--- config.mk ---
export PLATFORM = sky130hd
export DESIGN_NAME = gbb_emit
export DESIGN_NICKNAME = d
export VERILOG_FILES = /design/src/hw/rtl/gbb_pkg.sv /design/src/hw/rtl/gbb_emit.sv
export SDC_FILE = /design/constraint.sdc
export NUM_CORES = 1
export LEC_CHECK = 0
export ABC_AREA = 1
export BUFFER_PORTS_ARGS = -buffer_cell sky130_fd_sc_hd__buf_4
export CORE_ASPECT_RATIO = 1.4
export CORE_MARGIN = 2
export CORE_UTILIZATION = 25
export DETAILED_ROUTE_END_ITERATION = 10
export PLACE_DENSITY = 0.5
export SETUP_SLACK_MARGIN = 0.3
export SYNTH_ARGS = -nofsm -noshare
export SYNTH_HDL_FRONTEND = slang
export SYNTH_SLANG_ARGS = --single-unit
--- constraint.sdc ---
create_clock -name clk -period 2.2 [get_ports clk]
set_clock_uncertainty 0.2 [all_clocks]
set_input_delay 0.22 -clock clk [delete_from_list [all_inputs] [get_ports clk]]
set_output_delay 0.22 -clock clk [all_outputs]
set_load 0.03 [all_outputs]
--- src/hw/rtl/gbb_pkg.sv ---
package gbb_pkg;

	localparam int FONT_BYTES = 2048;
	localparam int FONT_AW    = $clog2(FONT_BYTES);

	localparam int S_DATA_W = 128;
	localparam int S_USER_W = 2;
	localparam int M_DATA_W = 64;
	localparam int CFG_IDX_W = 1;
	localparam int CFG_DATA_W = 4;

	localparam logic [CFG_IDX_W-1:0] REG_GLYPH_WIDTH  = 1'd0;
	localparam logic [CFG_IDX_W-1:0] REG_GLYPH_HEIGHT = 1'd1;

	localparam logic [3:0] SIZE_RESET = 4'd8;
	localparam logic [3:0] SIZE_MAX   = 4'd8;
	localparam logic [3:0] SIZE_MIN   = 4'd1;

	localparam logic [1:0] MODE_LOAD   = 2'd0;
	localparam logic [1:0] MODE_TRANSP = 2'd1;
	localparam logic [1:0] MODE_OPAQUE = 2'd2;
	localparam logic [1:0] MODE_NONE   = 2'd3;

	typedef enum logic [1:0] {
		ST_IDLE,
		ST_FETCH,
		ST_SCAN,
		ST_FLUSH
	} state_t;

	typedef struct packed {
		logic [1:0]  mode;
		logic [10:0] font_index;
		logic [7:0]  font_byte;
		logic [7:0]  char_code;
		logic [15:0] origin_x;
		logic [15:0] origin_y;
		logic [31:0] fg_color;
		logic [31:0] bg_color;
	} item_t;

	typedef struct packed {
		logic [15:0] x;
		logic [15:0] y;
		logic [31:0] color;
	} pixel_t;

	typedef struct packed {
		logic push;
		logic flush;
	} emit_ctl_t;

	typedef struct packed {
		logic pend_valid;
		logic out_free;
	} emit_sts_t;

	function automatic logic [3:0] clamp_size(input logic [3:0] v);
		logic [3:0] r;
		r = v;
		if (v < SIZE_MIN) r = SIZE_MIN;
		else if (v > SIZE_MAX) r = SIZE_MAX;
		return r;
	endfunction

endpackage

--- src/hw/rtl/gbb_emit.sv ---
module gbb_emit (
	input  logic               clk,
	input  logic               arst_n,
	input  gbb_pkg::emit_ctl_t ctl,
	input  gbb_pkg::pixel_t    pix,
	output gbb_pkg::emit_sts_t sts,
	output logic               m_tvalid,
	input  logic               m_tready,
	output gbb_pkg::pixel_t    m_pix,
	output logic               m_last
);

	logic            pend_valid_q;
	gbb_pkg::pixel_t pend_q;
	logic            out_valid_q;
	gbb_pkg::pixel_t out_q;
	logic            out_last_q;

	assign sts.pend_valid = pend_valid_q;
	assign sts.out_free   = !out_valid_q || m_tready;

	always_ff @(posedge clk or negedge arst_n) begin
		if (!arst_n) begin
			pend_valid_q <= 1'b0;
			out_valid_q  <= 1'b0;
		end else begin
			if (ctl.push) begin
				pend_valid_q <= 1'b1;
				if (pend_valid_q) begin
					out_valid_q <= 1'b1;
				end else if (m_tready) begin
					out_valid_q <= 1'b0;
				end
			end else if (ctl.flush) begin
				pend_valid_q <= 1'b0;
				out_valid_q  <= 1'b1;
			end else if (m_tready) begin
				out_valid_q <= 1'b0;
			end
		end
	end

	always_ff @(posedge clk) begin
		if (ctl.push) begin
			pend_q <= pix;
			if (pend_valid_q) begin
				out_q      <= pend_q;
				out_last_q <= 1'b0;
			end
		end else if (ctl.flush) begin
			out_q      <= pend_q;
			out_last_q <= 1'b1;
		end
	end

	assign m_tvalid = out_valid_q;
	assign m_pix    = out_q;
	assign m_last   = out_last_q;

endmodule

==> impl_metrics.ini <==
[sta]
fin_crit_sh = 0.7260
rsz0062_at_grt = no
timing.fmax_mhz = 626.1
holdWs_ps = 55.48
tns_ps = 0
drv_slew = 0
final-hold-violation-count = 0
fin_ws_ps = 602.9
max_slew_margin = 0.6439
setup_violations = 0
worst_pin_slew_ps = 534.2
fin_crit_ps = 1597

[place]
gp_congestion = 0.6539
dp_hpwl_um = 4907
placed_cells = 475
pre_cts_ws_ps = 328.6
io_buffer_count = 136
placed_cell_area_um2 = 5289

[cells_and_area]
syn2layout_area_growth_pct = 63.99
fin_util = 0.4177
multi_input_area_um2 = 40.04
nNetsFinal = 435
fin_cells = 574
postLayoutCellArea_um2 = 6519
final.fill_count = 1381
regArea_um2 = 3924
layout-drive-gt1-share = 0.4509

[route]
drt-pass1-iter-count = 4
initialDrtViolationCount = 90
totalWireLength_um = 7593
drcViolationCount = 0
wl_per_cell_um = 13.23
vias = 2137
via_per_inst = 3.723
ant_nets = 0

[synth]
synth_cell_types = 9
syn_area_um2 = 3975
syn_nets = 210
ys_seq_elements = 131
syn_inst = 141
ys_warn_count = 0
yosysSeqAreaShare = 0.9871
syn-mean-instance-area_um2 = 28.19

[global_routing]
track_usage = 0.09376
gr-total-overflow = 0
antenna_found_initial = 1
grt_max_degree = 43
grt_pass1_vias = 2316
grt_pass1_wl_um = 11610

[setup_path]
critPathCaptureType = primary output
setup.worst_path.start = m_tready
crit_slowest_cell = dlygate4sd3_1
rrSetupSlack_ps = 630
critPathMaxFanout = 2
cp_data_required_time_ps = 1780
crit_buf_inv = 4
cp.arrival_ps = 1180
critPathKind = in -> out
slowest_delay_ps = 540
crit_top_cell = buf_4
startpoint_type = input pin
timing.rr.end = m_pix[48]
path_cells = dlygate4sd3_1, buf_4, inv_1, nand2_1, buf_4
reg2regPathDepth = 3
cp_top_family = buffers and inverters
reg2reg_from = pend_valid_q

[floorplan]
die_x_um = 110.6
dieArea_um2 = 16940
coreArea_um2 = 15610
rows = 54
initial_core_util = 0.2547
ioPinCount = 137
die_h_um = 153.2

[clock_network]
cts_buffers = 17
cts_setup_buffers = 0
clkSinkCount = 131
cts_resized = 0
cts_root_buf = clkbuf_16
cts_tree = yes
cts_buffer_depth = 2
clk_latency_ps = 400
htreeDepth = 4
hold_buffers = 68
clkTransAtPathRegs_ps = 50

[hold_path]
hold_path_depth = 1
hold_class = in -> reg
min_to = pend_q[53]
min_from = ctl[1]

[run_status]
outcome = completed

[power_and_ir_drop]
power_mw = 6.283
powerDensity_nw_per_um2 = 963.9
irDropWorstVdd_mv = 0.3909
leakage_nw = 2.552

[flow_run]
drv_cap = 0
-- layout make-up --
type                            count  share of cell area
Antenna cell                        1           0.0003839
Clock buffer                       18             0.06584
Timing Repair Buffer              207              0.2683
Clock inverter                     12             0.01804
Multi-Input combinational cell      6            0.006142
Sequential cell                   131              0.6019
Inverter                            3            0.001727
Tap cell                          196             0.03762
-- synth_stat cells (all sizes together) --
cell type | n | area share
inv | 3 | 0.0028
buf | 1 | 0.0019
o21ai | 1 | 0.0013
dfrtp | 2 | 0.013
nand3 | 1 | 0.0025
nand2 | 4 | 0.0044
edfxtp | 129 | 0.97
-- flip-flops by register name, summed over array words and instances (netlist names) --
| name | flops |
|---|---|
| pend_q | 64 |
| pend_valid_q | 1 |
| m_tvalid | 1 |
| m_last | 1 |
| m_pix | 64 |
-- worst max-delay path by stage --
stage / endpoint / depth (start not counted)
finish: sts[0] / 5
floorplan: m_last / 2
detailed placement: m_pix[19] / 4
CTS: m_pix[59] / 3
global placement: m_pix[19] / 4
global route: m_pix[59] / 3
-- cells in the final DEF, fill, tap and decap left out --
cell type and instances:
buf_12 2, nand2_2 1, edfxtp_1 129, nand2_1 2, dlygate4sd3_1 68, clkinv_2 5
o21ai_1 1, nand2_4 1, nand3_2 1, clkinv_4 2, bufinv_16 2, clkbuf_1 1
dfrtp_1 2, inv_2 1, inv_1 2, buf_4 137, clkinvlp_4 1, diode_2 1
clkinv_1 2, clkbuf_16 17
-- metal layers --
layer	global-route usage	up-vias	wire, um
met5	0	-	0
met3	0.04362	20	568
met4	0.06310	0	259
met1	0.09514	1010	2851
met2	0.1537	92	3913
li1	-	1015	-
-- report_power, final --
part	switching, mW	total [mW]	leakage (nW)	internal, mW
clock network	0.947	2.58	0.270	1.63
registers	0.0550	3.05	1.28	2.99
logic	0.361	0.656	0.997	0.295
-- logic make-up (layout without fill, tap and decap cells) --
family,count (synthesis),after routing,synth area share
buffers and inverters,4,240,0.004722
AO/OA/AOI/OAI,1,1,0.001258
AND/OR/NAND/NOR,5,5,0.006926
flip-flops,131,131,0.9871
other,0,1,0
Note: power is estimated with default switching activity, not from simulation.
