<file path="config.mk">
export PLATFORM = sky130hd
export DESIGN_NAME = gbb_seq
export DESIGN_NICKNAME = d
export VERILOG_FILES = /design/src/hw/rtl/gbb_pkg.sv /design/src/hw/rtl/gbb_seq.sv
export SDC_FILE = /design/constraint.sdc
export NUM_CORES = 1
export LEC_CHECK = 0
export BUFFER_PORTS_ARGS = -buffer_cell sky130_fd_sc_hd__buf_2
export CAP_MARGIN = 20
export CORE_ASPECT_RATIO = 0.9
export CORE_UTILIZATION = 50
export CTS_CLUSTER_DIAMETER = 80
export DETAILED_ROUTE_END_ITERATION = 12
export PLACE_DENSITY = 0.91
export SLEW_MARGIN = 20
export SYNTH_ARGS = -nofsm -noshare
export SYNTH_HDL_FRONTEND = slang
export SYNTH_SLANG_ARGS = --single-unit
</file>
<file path="constraint.sdc">
create_clock -name clk -period 5.3 [get_ports clk]
set_input_delay 0.53 -clock clk [delete_from_list [all_inputs] [get_ports clk]]
set_output_delay 0.53 -clock clk [all_outputs]
set_load 0.01 [all_outputs]
</file>
<file path="src/hw/rtl/gbb_pkg.sv">
package gbb_pkg;

	localparam int FONT_BYTES = 2048;
	localparam int FONT_AW    = $clog2(FONT_BYTES);

	localparam int S_DATA_W = 128;
	localparam int S_USER_W = 2;
	localparam int M_DATA_W = 64;
	localparam int CFG_IDX_W = 1;
	localparam int CFG_DATA_W = 4;

	localparam logic [CFG_IDX_W-1:0] REG_GLYPH_WIDTH  = 1'd0;
	localparam logic [CFG_IDX_W-1:0] REG_GLYPH_HEIGHT = 1'd1;

	localparam logic [3:0] SIZE_RESET = 4'd8;
	localparam logic [3:0] SIZE_MAX   = 4'd8;
	localparam logic [3:0] SIZE_MIN   = 4'd1;

	localparam logic [1:0] MODE_LOAD   = 2'd0;
	localparam logic [1:0] MODE_TRANSP = 2'd1;
	localparam logic [1:0] MODE_OPAQUE = 2'd2;
	localparam logic [1:0] MODE_NONE   = 2'd3;

	typedef enum logic [1:0] {
		ST_IDLE,
		ST_FETCH,
		ST_SCAN,
		ST_FLUSH
	} state_t;

	typedef struct packed {
		logic [1:0]  mode;
		logic [10:0] font_index;
		logic [7:0]  font_byte;
		logic [7:0]  char_code;
		logic [15:0] origin_x;
		logic [15:0] origin_y;
		logic [31:0] fg_color;
		logic [31:0] bg_color;
	} item_t;

	typedef struct packed {
		logic [15:0] x;
		logic [15:0] y;
		logic [31:0] color;
	} pixel_t;

	typedef struct packed {
		logic push;
		logic flush;
	} emit_ctl_t;

	typedef struct packed {
		logic pend_valid;
		logic out_free;
	} emit_sts_t;

	function automatic logic [3:0] clamp_size(input logic [3:0] v);
		logic [3:0] r;
		r = v;
		if (v < SIZE_MIN) r = SIZE_MIN;
		else if (v > SIZE_MAX) r = SIZE_MAX;
		return r;
	endfunction

endpackage

</file>
<file path="src/hw/rtl/gbb_seq.sv">
module gbb_seq (
	input  logic                        clk,
	input  logic                        arst_n,
	input  logic                        s_tvalid,
	output logic                        s_tready,
	input  gbb_pkg::item_t              item,
	input  logic [3:0]                  cfg_w,
	input  logic [3:0]                  cfg_h,
	output logic                        mem_we,
	output logic [gbb_pkg::FONT_AW-1:0] mem_waddr,
	output logic [7:0]                  mem_wdata,
	output logic                        mem_re,
	output logic [gbb_pkg::FONT_AW-1:0] mem_raddr,
	input  logic [7:0]                  mem_rdata,
	output gbb_pkg::emit_ctl_t          ctl,
	output gbb_pkg::pixel_t             pix,
	input  gbb_pkg::emit_sts_t          sts
);

	gbb_pkg::state_t state_q, state_d;

	logic        opaque_q;
	logic [3:0]  w_q, h_q;
	logic [11:0] base_q;
	logic [15:0] ox_q, oy_q;
	logic [31:0] fg_q, bg_q;
	logic [2:0]  row_q, col_q;

	logic        accept, is_draw;
	logic        bit_set, emit, stall;
	logic        col_last, row_last;
	logic [11:0] glyph_addr;
	logic [3:0]  w_new, h_new;

	assign accept  = s_tvalid && s_tready;
	assign is_draw = (item.mode == gbb_pkg::MODE_TRANSP) || (item.mode == gbb_pkg::MODE_OPAQUE);
	assign w_new   = gbb_pkg::clamp_size(cfg_w);
	assign h_new   = gbb_pkg::clamp_size(cfg_h);

	assign col_last   = ({1'b0, col_q} == (w_q - 4'd1));
	assign row_last   = ({1'b0, row_q} == (h_q - 4'd1));
	assign glyph_addr = base_q + {9'd0, row_q};
	assign bit_set    = mem_rdata[3'd7 - col_q];
	assign emit       = opaque_q || bit_set;
	assign stall      = emit && sts.pend_valid && !sts.out_free;

	assign pix.x     = ox_q + {13'd0, col_q};
	assign pix.y     = oy_q + {13'd0, row_q};
	assign pix.color = bit_set ? fg_q : bg_q;

	assign mem_waddr = gbb_pkg::FONT_AW'(item.font_index);
	assign mem_wdata = item.font_byte;
	assign mem_raddr = gbb_pkg::FONT_AW'(glyph_addr);

	// next state
	always_comb begin
		state_d = state_q;
		unique case (state_q)
			gbb_pkg::ST_IDLE: begin
				if (accept && is_draw) state_d = gbb_pkg::ST_FETCH;
			end
			gbb_pkg::ST_FETCH: begin
				state_d = gbb_pkg::ST_SCAN;
			end
			gbb_pkg::ST_SCAN: begin
				if (!stall && col_last) begin
					state_d = row_last ? gbb_pkg::ST_FLUSH : gbb_pkg::ST_FETCH;
				end
			end
			gbb_pkg::ST_FLUSH: begin
				if (!sts.pend_valid || sts.out_free) state_d = gbb_pkg::ST_IDLE;
			end
			default: state_d = gbb_pkg::ST_IDLE;
		endcase
	end

	// outputs
	always_comb begin
		s_tready  = 1'b0;
		mem_we    = 1'b0;
		mem_re    = 1'b0;
		ctl.push  = 1'b0;
		ctl.flush = 1'b0;
		unique case (state_q)
			gbb_pkg::ST_IDLE: begin
				s_tready = 1'b1;
				mem_we   = s_tvalid && (item.mode == gbb_pkg::MODE_LOAD);
			end
			gbb_pkg::ST_FETCH: begin
				mem_re = 1'b1;
			end
			gbb_pkg::ST_SCAN: begin
				ctl.push = emit && !stall;
			end
			gbb_pkg::ST_FLUSH: begin
				ctl.flush = sts.pend_valid && sts.out_free;
			end
			default: begin
				s_tready = 1'b0;
			end
		endcase
	end

	always_ff @(posedge clk or negedge arst_n) begin
		if (!arst_n) begin
			state_q <= gbb_pkg::ST_IDLE;
			row_q   <= 3'd0;
			col_q   <= 3'd0;
		end else begin
			state_q <= state_d;
			if (accept) begin
				row_q <= 3'd0;
				col_q <= 3'd0;
			end else if (state_q == gbb_pkg::ST_SCAN && !stall) begin
				if (col_last) begin
					col_q <= 3'd0;
					row_q <= row_q + 3'd1;
				end else begin
					col_q <= col_q + 3'd1;
				end
			end
		end
	end

	// draw parameters latched per draw item
	always_ff @(posedge clk) begin
		if (accept && is_draw) begin
			opaque_q <= (item.mode == gbb_pkg::MODE_OPAQUE);
			w_q      <= w_new;
			h_q      <= h_new;
			base_q   <= {4'd0, item.char_code} * {8'd0, h_new};
			ox_q     <= item.origin_x;
			oy_q     <= item.origin_y;
			fg_q     <= item.fg_color;
			bg_q     <= item.bg_color;
		end
	end

endmodule

</file>
==> results.cfg, run 1 <==
[drt]
viasPerCell = 5.21
wl_um = 14300
drt-initial-drc-count = 277
firstDrtPassIters = 6
final_antenna_net_count = 0
drc = 0
vias = 4503
wl_per_cell_um = 16.5

[die]
dieWidth_um = 122
floorplan.core_area_um2 = 12600
ios = 245
die_h_um = 110
dieArea_um2 = 13400
num_rows = 39
start_util_pct = 51.2

[sta]
min_period_ns = 3.68
finalMaxSlewViolations = 0
rsz0062_at_grt = no
relSlewSlack_pct = 58.3
setup_viol = 0
max_freq_mhz = 272
fin_tns_setup_ns = 0
worstMarginPinSlew_ns = 0.626
hold_slack_ns = 0.286
finClkSkew_ns = 0.00679
post-route-period-util_pct = 69.4
hold_viol = 0

[setup_path]
reg2reg_depth = 4
start_kind = input port
cp_max_fo = 12
cp.arrival_ns = 3.84
worstReg2RegEnd = bg_q[31]
rrSetupSlack_ns = 2.74
rr_startpoint = state_q[1]
path_class = input port to flop
crit_path_start = cfg_h[3]
required_ns = 5.46
worstSetupEndpointType = flop

[cells_and_area]
instances_no_fill = 865
drive_above_1_share_pct = 39.4
diodes = 0
fillerInstances = 879
area_growth_pct = 26.8
final_nets = 878
utilization_pct = 65.0
register_area_um2 = 3680
multiInputGateArea_um2 = 2480

[cts]
cts_root_buffer = clkbuf_16
clock_path_buffers = 2
clock-sinks = 124
cts_max_level = 4
cts_tree = yes
insertion_delay_ns = 0.42
path_clk_slew_ns = 0.06
cts_buffers = 17

[synth]
yosys-top-cells-count = 116 x edfxtp_1, 41 x xnor2_1, 37 x inv_1, 37 x nand2_1, 32 x mux2_2
synth_flop_cell = edfxtp_1
synthTopCellsByArea = edfxtp_1 54%, ha_1 5.6%, mux2_2 5.6%, xnor2_1 5.5%, fa_1 4.6%
yosysSeqAreaShare_pct = 56.9
postSynthAreaPerCell_um2 = 13.3
synthMostInstantiatedCell = edfxtp_1
syn_inst = 486
synth_top_area_cell = edfxtp_1
synth_seq_cells = 124
ys_async_sr_fraction_pct = 6.45
synth_nets = 676
ys_types = 42
synth_edf_count = 116
yosysTopAreaCellShare_pct = 53.8
syn-cell-area_um2 = 6470
yosys_warnings = 0

[power_and_ir_drop]
ir_drop_uv = 252
p_sw_mw = 1.04
comb_power_share_pct = 27.4
powerDensity_nw_per_um2 = 426
p_leak_nw = 3.56
p_seq_share_pct = 37.7
clkPwrFrac_pct = 34.9
p_int_mw = 2.46
p_sw_share_pct = 29.6

[global_route]
grt.overflow.total = 0
first_global_vias = 4513
grt_max_degree = 82
grt_pass1_wl_um = 21000
gr-usage-all-layers_pct = 21.2
antenna_found_initial = 0

[run]
maxCapViolCount = 0

[worst_hold_path]
min_path_cells = 1
whs_endpoint = oy_q[0]
hold_path_class = input port to flop
hold_start = item[64]

[placed_design]
routabilityCongestion = 0.929
dp.cells = 831
hpwlAfterDp_um = 10400
port-buffer-count = 206

[outcome]
status = finished clean
[stage by stage]
step           cell area, um^2  power, mW  worst slack, ns
2_1_floorplan             6470       1.95             1.23
3_3_place_gp              7560       2.24             1.36
3_5_place_dp              7560       2.28             1.24
4_1_cts                   8190       3.51             1.66
5_1_grt                   8210       3.65             1.41
6_report                  8210       3.50             1.62
[layout make-up]
class / instances / share of cell area [%]
Timing Repair Buffer: 210 / 13.1
Tap cell: 164 / 2.50
Multi-Input combinational cell: 298 / 30.3
Clock buffer: 18 / 5.23
Inverter: 37 / 1.69
Clock inverter: 14 / 2.36
Sequential cell: 124 / 44.9
[repair_timing]
item                      CTS  global route
hold buffers                1             0
hold endpoints to repair    8             0
buffers inserted            0             0
resized for setup           0             0
[worst max path at each step]
stage | depth (start not counted) | to
2_1_floorplan | 3 | base_q[0]
3_3_place_gp | 12 | base_q[10]
3_5_place_dp | 12 | base_q[10]
4_1_cts | 12 | base_q[10]
5_1_grt | 12 | base_q[10]
6_report | 12 | base_q[10]
[cell families after synthesis]
kind of cell,count (synthesis),synth area share (%)
xor gates and xnor gates,54,7.54
buffers and inverters,64,4.81
AOI/OAI and AO/OA,35,3.42
adders and majority gates,44,10.2
and+or+nand+nor,128,10.2
muxes,37,6.94
DFF,124,56.9
[per-layer routing]
metal | GRT usage, % | up-vias | share of wire (%)
met5 | 0 | - | 0
li1 | - | 2114 | -
met1 | 22.2 | 2131 | 38
met4 | 11.1 | 0 | 2.4
met2 | 39.0 | 221 | 52
met3 | 5.65 | 37 | 7.3
[sequential cells by signal, summed over array words and instances (netlist names)]
| signal | count |
|---|---|
| w_q | 4 |
| fg_q | 32 |
| base_q | 11 |
| row_q | 3 |
| h_q | 4 |
| state_q | 2 |
| col_q | 3 |
| opaque_q | 1 |
| ox_q | 16 |
| bg_q | 32 |
| oy_q | 16 |
[critical path, stage by stage]
cell	delay, ns
buf_2	0.16
nor2b_1	0.44
nand2_1	0.15
fa_1	0.52
inv_1	0.06
fa_1	0.53
fa_1	0.47
a21o_1	0.19
a21oi_1	0.22
o211ai_1	0.18
o31ai_1	0.27
xnor2_1	0.11
[power by group through the flow]
stage               Sequential [mW]  Combinational [mW]  Clock (mW)
finish                         1.32               0.957        1.22
global route                   1.33                1.05        1.27
CTS                            1.32               0.955        1.24
detailed placement             1.34               0.943           0
global placement               1.33               0.913           0
floorplan                      1.32               0.628           0
[placed cells by master (no fill, tap or decap), types with 2 or more instances in the layout]
cell and instances:
inv_1 37, mux4_2 2, nor2_1 21, buf_2 206, o31ai_1 2, mux2_2 32
nand2b_1 5, clkinv_2 2, and2_1 19, bufinv_16 4, a21oi_1 11, nor2b_1 8
buf_4 2, clkbuf_16 17, and3_1 5, xnor2_1 41, nand2_1 37, clkinv_4 4
dfrtp_1 8, xor2_1 12, nand4_1 7, ha_1 29, nor3_1 7, o21ai_0 7
inv_6 2, nand3_1 8, a31oi_1 2, a21o_1 7, fa_1 15, and4_1 4
edfxtp_1 116
Note: power is estimated with default switching activity, not from simulation.
==> inputs of run 2 (changes only) <==
==> constraint.sdc (replaced) <==
create_clock -name clk -period 3.6 [get_ports clk]
set_input_delay 0.36 -clock clk [delete_from_list [all_inputs] [get_ports clk]]
set_output_delay 0.36 -clock clk [all_outputs]
set_load 0.01 [all_outputs]
==> run 2 against run 1 <==
Net effect: flip-flop and latch count did not move; core utilization rose by 0.49 points; clock power grew 51%; global-route usage shrank 0.39 points; combinational power up 46%; sequential share of layout area decreased by 0.33 points; design area up 0.75%; critical endpoint unchanged.
==> results.cfg, run 2 (synthesis gave the netlist of run 1 again) <==
[cells_and_area]
top_regs = bg_q x32, fg_q x32
area_growth_pct = 27.8
layout_commonest_cell = buf_2
final_nets = 883
utilization_pct = 65.5
register_area_um2 = 3680
drive_above_1_share_pct = 39.9
fillerInstances = 898
final_cell_mix = 206 x buf_2, 116 x edfxtp_1, 41 x xnor2_1
diodes = 0
multiInputGateArea_um2 = 2480

[cts]
path_clk_slew_ns = 0.06
clock-sinks = 124
cts_tree = yes
cts_root_buffer = clkbuf_16
cts_setup_buffers = 0
clock_path_buffers = 2
cts_max_level = 4
insertion_delay_ns = 0.42
cts_buffers = 17

[placed_design]
hpwlAfterDp_um = 10500
routabilityCongestion = 0.873
port-buffer-count = 206

[drt]
vias = 4489
drc = 0
wl_per_cell_um = 16.0
final_antenna_net_count = 0
viasPerCell = 5.16
drt-initial-drc-count = 295
wl_um = 13900
firstDrtPassIters = 4

[sta]
finClkSkew_ns = 0.00907
worstMarginPinSlew_ns = 0.534
min_period_ns = 3.19
max_freq_mhz = 313
hold_viol = 0
fin_tns_setup_ns = 0
setup_viol = 0
post-route-period-util_pct = 88.6
relSlewSlack_pct = 64.4
rsz0062_at_grt = no
finalMaxSlewViolations = 0

[power_and_ir_drop]
ir_drop_uv = 414
powerDensity_nw_per_um2 = 626
p_leak_nw = 3.59

[setup_path]
cpPeakStageDelay_ns = 0.53
cp.arrival_ns = 3.34
crit_family = adder cells
crit_path_start = cfg_h[3]
required_ns = 3.75
cp_max_fo = 7
crit_chain = buf_2, nor2b_1, nand2_1, fa_1, inv_1, fa_1, fa_1, a21o_1, a21oi_1, o211ai_1, o31ai_1, xnor2_1
crit_slowest_cell = fa_1
rr_startpoint = col_q[0]
path_class = input port to flop
cp_common_cell = fa_1
cp_num_buf_inv = 2
start_kind = input port
worstSetupEndpointType = flop

[outcome]
status = finished clean

[global_route]
grt_pass1_wl_um = 20900
first_global_vias = 4444
gr-usage-all-layers_pct = 20.9
antenna_found_initial = 0
grt.overflow.total = 0
grt_max_degree = 69

[die]
floorplan.core_area_um2 = 12600
dieWidth_um = 122
start_util_pct = 51.2
dieArea_um2 = 13400
num_rows = 39
die_h_um = 110
ios = 245

[worst_hold_path]
hold_start = item[36]
hold_path_class = input port to flop

[run]
maxCapViolCount = 0
run 2: cell count changes in the layout (fill, tap and decap cells not counted), sizes merged:
cell,change
buf,+5
bufinv,+1
clkbuf,-1
clkinv,-1
clkinvlp,+2
inv,-1
run 2: layer usage:
layer | vias to the layer above | global-route usage, % | part of all wire (%)
met2 | 186 | 35.8 | 50
met1 | 2152 | 24.6 | 40
met3 | 26 | 7.05 | 8.1
met4 | 0 | 6.70 | 1.6
met5 | - | 0 | 0
li1 | 2125 | - | -
run 2: worst register-to-register path: stages (launching register included):
cell and delay (ns):
dfrtp_1 0.54, mux4_2 0.59, mux2i_4 0.14, buf_4 0.42, a21boi_2 0.21, or3_1 0.45, mux2_1 0.33
run 2: final timing paths:
| path | slack (ns) | endpoint | cells after the start |
|---|---|---|---|
| max | 0.41 | base_q[10] | 12 |
| min | 0.11 | fg_q[4] | 1 |
| max reg2reg | 0.80 | row_q[1] | 6 |
| min reg2reg | 0.63 | state_q[0] | 2 |
| max in group asynchronous | 3.10 | col_q[2] | 2 |
| min in group asynchronous | 0.33 | state_q[0] | 2 |
run 2: final cells by class:
cell class | count | share of cell area [%]
clock buffers | 17 | 5.14
flip-flops and latches | 124 | 44.5
well taps | 164 | 2.48
repair buffers | 215 | 13.5
multi-input cells | 298 | 30.0
clock inverters | 15 | 2.68
inverters | 37 | 1.68
run 2: through the flow:
| stage | power [mW] | setup slack [ns] | cells | hold WS [ns] | area, um^2 |
|---|---|---|---|---|---|
| 6_report | 5.18 | 0.409 | 870 | 0.113 | 8270 |
| 5_1_grt | 5.45 | 0.244 | 870 | 0.0957 | 8270 |
| 4_1_cts | 5.23 | 0.479 | 870 | 0.0999 | 8270 |
| 2_1_floorplan | 2.86 | 0.180 | 486 | 0.0644 | 6480 |
| 3_5_place_dp | 3.37 | 0.0558 | 837 | 0.211 | 7620 |
| 3_3_place_gp | 3.30 | 0.126 | 837 | 0.208 | 7620 |
run 2: power by group:
| group | switching (mW) | internal [mW] | leakage [nW] | total, mW |
|---|---|---|---|---|
| Combinational | 0.751 | 0.651 | 2.11 | 1.40 |
| Sequential | 0.126 | 1.81 | 1.17 | 1.94 |
| Clock | 0.616 | 1.23 | 0.307 | 1.84 |
| Total | 1.49 | 3.69 | 3.59 | 5.18 |
run 2: what timing repair did:
item | in CTS | in global routing
gates resized for setup | 0 | 0
hold endpoints to repair | 8 | 0
hold buffers | 1 | 0
